**config.mk**
```make
export PLATFORM = sky130hd
export DESIGN_NAME = bsm_blend
export DESIGN_NICKNAME = d
export VERILOG_FILES = /design/src/hdl/bsm_pkg.sv /design/src/hdl/bsm_blend.sv
export SDC_FILE = /design/constraint.sdc
export NUM_CORES = 2
export LEC_CHECK = 0
export ABC_AREA = 1
export ABC_CLOCK_PERIOD_IN_PS = 3800
export BUFFER_PORTS_ARGS = -buffer_cell sky130_fd_sc_hd__buf_2
export CAP_MARGIN = 20
export CELL_PAD_IN_SITES_DETAIL_PLACEMENT = 0
export CELL_PAD_IN_SITES_GLOBAL_PLACEMENT = 1
export CORE_UTILIZATION = 49
export DETAILED_ROUTE_END_ITERATION = 6
export PLACE_DENSITY = 0.89
export SYNTH_ARGS = -nofsm -noshare
export SYNTH_HDL_FRONTEND = slang
export SYNTH_SLANG_ARGS = --single-unit
```
**constraint.sdc**
```tcl
create_clock -name clk -period 3.8 [get_ports clk]
set_clock_uncertainty 0.05 [all_clocks]
set_input_delay 0.76 -clock clk [delete_from_list [all_inputs] [get_ports clk]]
set_output_delay 0.76 -clock clk [all_outputs]
set_load 0.005 [all_outputs]
```
**src/hdl/bsm_pkg.sv**
```systemverilog
// Package: shared constants, types and codes for the background subtraction block
`timescale 1ns / 1ps
package bsm_pkg;
    localparam int MAX_WIDTH  = 1024;
    localparam int MAX_HEIGHT = 1024;
    localparam int MASK_RING  = 2 * MAX_WIDTH + 4;
    localparam int PIX_RING   = 4 * MAX_WIDTH + 8;
    localparam int BG_DEPTH   = MAX_WIDTH * MAX_HEIGHT;

    localparam int CFG_BITS   = 11;
    localparam int WW_BITS    = $clog2(MAX_WIDTH + 1);
    localparam int HW_BITS    = $clog2(MAX_HEIGHT + 1);
    localparam int X_BITS     = $clog2(MAX_WIDTH);
    localparam int Y_BITS     = $clog2(MAX_HEIGHT);
    localparam int POS_BITS   = $clog2(BG_DEPTH + 1);
    localparam int SUM_BITS   = POS_BITS + 1;
    localparam int BG_AW      = $clog2(BG_DEPTH);
    localparam int MIDX_BITS  = $clog2(MASK_RING);
    localparam int PIDX_BITS  = $clog2(PIX_RING);
    localparam int MASK_AW    = MIDX_BITS + 2;
    localparam int PADDR_BITS = 4;

    localparam logic [7:0] LUM_R = 8'd77;
    localparam logic [7:0] LUM_G = 8'd150;
    localparam logic [7:0] LUM_B = 8'd29;

    typedef enum logic [1:0] {
        REG_FRAME_WIDTH,
        REG_FRAME_HEIGHT,
        REG_BLEND_RATE,
        REG_MOTION_THRESHOLD
    } reg_idx_t;

    typedef enum logic [3:0] {
        ST_IDLE,
        ST_PIX,
        ST_BG,
        ST_BLEND,
        ST_CHECK,
        ST_SCHED,
        ST_WIN,
        ST_FIN,
        ST_EMIT
    } state_t;

    typedef struct packed {
        logic        valid;
        logic        learn;
        logic [15:0] lum;
        logic [15:0] bg_old;
        logic [15:0] alpha;
        logic [15:0] thr;
    } blend_req_t;

    typedef struct packed {
        logic        valid;
        logic [15:0] bg_new;
        logic        fg;
    } blend_res_t;
endpackage

```
**src/hdl/bsm_blend.sv**
```systemverilog
// Background blend pipeline: running average update (luminance copied while learning) and foreground threshold
`timescale 1ns / 1ps
module bsm_blend (
    input  logic                clk,
    input  logic                rst_n,
    input  bsm_pkg::blend_req_t req,
    output bsm_pkg::blend_res_t res
);
    logic        v1_reg, v2_reg;
    logic [32:0] p1_reg;
    logic [31:0] p2_reg;
    logic [15:0] lum1_reg, lum2_reg, thr1_reg, thr2_reg, bg_reg;
    logic        learn1_reg;
    logic [33:0] sum;
    logic [15:0] diff;

    always_ff @(posedge clk or negedge rst_n)
    begin
        if (!rst_n)
        begin
            v1_reg <= 1'b0;
            v2_reg <= 1'b0;
        end
        else
        begin
            v1_reg <= req.valid;
            v2_reg <= v1_reg;
        end
    end

    assign sum = 34'(p1_reg) + 34'(p2_reg) + 34'd32768;

    always_ff @(posedge clk)
    begin
        p1_reg     <= 33'(req.bg_old) * (33'd65536 - 33'(req.alpha));
        p2_reg     <= 32'(req.lum) * 32'(req.alpha);
        lum1_reg   <= req.lum;
        thr1_reg   <= req.thr;
        learn1_reg <= req.learn;
        lum2_reg   <= lum1_reg;
        thr2_reg   <= thr1_reg;
        bg_reg     <= learn1_reg ? lum1_reg : sum[31:16];
    end

    assign diff       = (lum2_reg > bg_reg) ? lum2_reg - bg_reg : bg_reg - lum2_reg;
    assign res.valid  = v2_reg;
    assign res.bg_new = bg_reg;
    assign res.fg     = diff > thr2_reg;
endmodule

```
# ---- After elaboration in Yosys (flattened, before gate mapping)
# Index checks and enable logic that the tools add are counted.
dict set report word_totals {
  ff_bits 147
  input_bits 68
  out_inout_bits 18
  wordCells 21
}
dict set report classes {
  addsub 5
  multipliers 2
  n_lt_le_gt_ge 2
  mux 2
}
# operator n
set ops {}
lappend ops {{$add A32 B16 Y32 const B} 1}
lappend ops {{$add A32 B32 Y32} 1}
lappend ops {{$gt A16 B16 Y1} 2}
lappend ops {{$mul A16 B16 Y32} 1}
lappend ops {{$mul A17 B18 Y32} 1}
lappend ops {{$mux W16} 2}
lappend ops {{$sub A16 B16 Y16} 2}
lappend ops {{$sub A17 B16 Y18 const A} 1}

# ---- Depth between registers and ports, before layout
dict set report logic_depth {
  word_depth 3
  depth_mapped 35
  depth_no_buf 33
}

# ---- Worst setup path before layout
# Ideal clock, no wire load.
dict set report synth_timing {
  path_kind {in2reg}
  startpoint {input req[16] (netlist bit)}
  endpoint {register p1_reg[22]}
  setup_time_ns 0.112
  arrival_ns 6.650
  t_required_ns 3.638
  slack_ns -3.012
  stages 30
  n_path_buf 3
  cell_sequence {clkbuf_1 buf_1 inv_1 ha_1 nand3_4 inv_2 nand2_2 nor2_4 xnor2_1 clkbuf_1 nand2_1 fa_1 inv_1 fa_1 inv_1 fa_1 inv_1 fa_1 fa_1 inv_1 fa_1 inv_1 ha_1 a21o_1 a21boi_0 o21bai_1 a21oi_1 inv_1 nand2_1 nand2_1}
}
dict set report synth_via {
  elab_chain_len 2
}
# element line_no
set synth_rtl {}
lappend synth_rtl {{start, declared} bsm_blend.sv:6} ;# input bsm_pkg::blend_req_t req,
lappend synth_rtl {{$sub A17 B16 Y18} bsm_blend.sv:35} ;# p1_reg <= 33'(req.bg_old) * (33'd65536 - 33'(req.alpha));
lappend synth_rtl {{$mul A17 B18 Y32} bsm_blend.sv:35}
lappend synth_rtl {{end signal, assigned} bsm_blend.sv:35}
lappend synth_rtl {{end, declared} bsm_blend.sv:10} ;# logic [32:0] p1_reg;
# No other way between the ends.

# ---- Final worst setup path
dict set report layout_timing {
  startpoint {input req[16] (netlist bit)}
  endpoint {register p1_reg[28]}
}
# Same word-level chain as after synthesis.

==> run_results.csv <==
group,metric,value,unit
floorplanning,die_w,236,µm
routing,wl_met3,5090,µm
synthesis,ys_seq_area_share,11.0,%
global_routing,grt_pass1_wl,126000,µm
critical_path,crit_family,"adder cells",
critical_path,crit_arrival,6.47,ns
global_routing,grt_pass1_vias,24500,
synthesis,ys.flop_type,"dfxtp_1",
sta,fin_crit,6.14,ns
clocking,clk_pin_slew_worst_paths,0.06,ns
finish,area_growth,26.7,%
synthesis,synth-simple-area-share,22.3,%
clocking,hold_buffers,0,
sta,fmax,0.163,GHz
floorplanning,ios,86,
critical_path,cp_slowest_stage_delay,0.54,ns
floorplanning,core-area,53900,µm²
synthesis,yosys_warnings,0,
clocking,cts.path.max_buffers,2,
floorplanning,start_util,49.8,%
global_routing,grt_max_degree,18,
floorplanning,die-area,55700,µm²
synthesis,synth.area.top_cells,"fa_1, ha_1, nand2_1",
clocking,htreeDepth,4,
placed_design,portBuffers,85,
sta,max_slew_margin,56.2,%
sta,worst_slew_pin_slew,0.656,ns
synthesis,yosys.area.top_type,"fa_1",
hold_path,hold_class,"primary input to async pin",
finish,drive_above_1_share,22.3,%
synthesis,synth_top_family_by_area,"adder cells",
critical_path,slowest_stage,"fa_1",
run_status,outcome,"finished, violations left",
sta,whs,0.0587,ns
critical_path,startpoint,"req[16]",
clocking,cts_root_buf,"clkbuf_16",
routing,dr.pass1.iters,7,
synthesis,synthMuxAreaShare,0,%
finish,fillers,4712,
sta,final.setup.worst_slack,-2.34,ns
routing,routed_wirelength,78900,µm
routing,vias_per_cell,5.00,
clocking,cts_made_buffers,17,
critical_path,rr_startpoint,"p1_reg[23]",
critical_path,critPathBufInv,10,
sta,fin_crit_sh,162,%
critical_path,start_kind,"primary input",
sta,rsz0062_at_grt,"yes",
finish,nNetsFinal,4904,
synthesis,yosys.area_share.adder,45.2,%
critical_path,crit_required,4.12,ns
synthesis,ys_types,48,
routing,met1_length,35000,µm
routing,num_vias,24100,
synthesis,synth_top_area_share,30.1,%
synthesis,synth_edf_count,0,
synthesis,synthXorXnorAreaFrac,1.96,%
critical_path,reg2reg_setup_slack,1.26,ns
run_status,violations,"setup timing",
routing,highest-signal-layer,"met4",
synthesis,synth_nets,4467,
critical_path,worstSetupPathType,"primary input to flop",
synthesis,avgSynthCellArea,7.31,µm²
routing,wl_per_cell,16.4,µm
synthesis,syn_inst,3672,
routing,first_iter_violations,1420,
global_routing,track_usage,28.7,%
clocking,insertion_delay,0.43,ns
sta,slew_viol_final,0,
global_routing,gr-total-overflow,0,
floorplanning,rows,85,
placed_design,place_ws,-2.88,ns
critical_path,worstPathMaxFanout,5,
sta,hold_viol,0,
clocking,cts_tree,"built",
routing,ant_nets,0,
critical_path,r2r-end,"bg_reg[11]",
routing,drc_errors,0,
placed_design,gp_congestion,0.969,
synthesis,ys_seq_elements,147,
global_routing,antenna_found_initial,4,
synthesis,synthArstFlopShare,1.36,%
critical_path,endpoint_kind,"flop",
routing,met2_length,36300,µm
critical_path,rr_worst_depth,12,
placed_design,hpwl,66900,µm
job,cap_viol_max_count,0,
clocking,clock_sinks,147,
synthesis,synth_compound_area_share,4.55,%
floorplanning,dieHeight,236,µm
synthesis,synth_area,26800,µm²
sta,setup_viol,55,
## cells in the final DEF, fill, tap and decap left out, types with 68 or more instances in the layout
| master | n |
|---|---|
| nor2_1 | 205 |
| ha_1 | 274 |
| fa_1 | 390 |
| buf_2 | 68 |
| dfxtp_1 | 145 |
| nand3_1 | 131 |
| nand2_1 | 887 |
| buf_4 | 383 |
| a21oi_1 | 100 |
| inv_1 | 875 |
## how the worst max path moves through the flow
stage / endpoint / slack (ns) / cells past startpoint
2_1_floorplan: p1_reg[31] / -2.56 / 34
3_3_place_gp: p1_reg[22] / -2.75 / 31
3_5_place_dp: p1_reg[22] / -2.88 / 31
4_1_cts: p1_reg[22] / -2.24 / 26
5_1_grt: p1_reg[17] / -2.57 / 28
6_report: p1_reg[28] / -2.34 / 30
## per-layer routing
metal	global-route usage, %	up-vias
li1	-	11700
met1	39.8	11600
met2	47.2	685
met3	3.71	130
met4	7.57	0
met5	0	-
## Yosys cell counts, types with 3 or more instances
cell type and n:
nor2_2 5, nand2_2 6, nand2_1 956, fa_1 404, buf_1 6, inv_1 934, nand3b_1 4, nand4_1 31
buf_2 13, buf_6 6, a21oi_1 126, inv_2 8, and2_1 9, or2_2 3, ha_1 323, a21o_1 10
clkbuf_1 78, a21boi_0 4, nand2_4 3, xnor2_1 16, nor2_4 3, xor2_1 44, clkinv_1 3, nor3_1 27
o21bai_1 11, nor2_1 260, nand3_1 144, o21ai_0 62, dfxtp_1 145
## worst register-to-register path, stage by stage (launching register included)
cell     delay [ns]
dfxtp_1        0.34
ha_1           0.31
ha_1           0.43
nand2_1        0.14
nor2_1         0.20
inv_1          0.06
nor3_1         0.31
and2_1         0.19
nand2_1        0.09
nand2_1        0.07
nand2_1        0.04
nand3_1        0.14
nand2_1        0.07
## cell families (layout without fill, tap and decap cells)
family	after synthesis	in the layout
AND/OR/NAND/NOR	1463	1463
XOR/XNOR	60	60
adder cells (fa/ha/maj)	727	727
buffers and inverters	1052	1502
flip-flops	147	147
other	0	1
AO/OA/AOI/OAI	223	223
## through the flow
step,utilization [%],area (µm²),instances,setup TNS (ns)
2_1_floorplan,-,27900,3672,-92.87
6_report,63.1,34000,4819,-89.41
4_1_cts,60.7,32700,4777,-87.14
3_3_place_gp,58.1,31300,4732,-117.53
5_1_grt,63.1,34000,4818,-99.54
3_5_place_dp,58.1,31300,4732,-120.22
## cell type report
class	count	area (µm²)	share of cell area (%)
multi-input cells	2473	21700	63.7
repair buffers	525	4330	12.7
inverters	945	3580	10.5
flip-flops and latches	147	2950	8.68
well taps	696	871	2.56
clock buffers	21	450	1.32
clock inverters	11	153	0.449
diodes	1	2.50	0.00736
## timing repair
item                                    4_1_cts  5_1_grt
gates cloned                                  0        1
endpoints found under the setup margin       55       55
pin swaps                                    86      129
resized for setup                           190      241
buffers inserted                             13       41
Power is not shown: default switching activity piles up to over one toggle a cycle in this logic, so the estimate is an artifact.
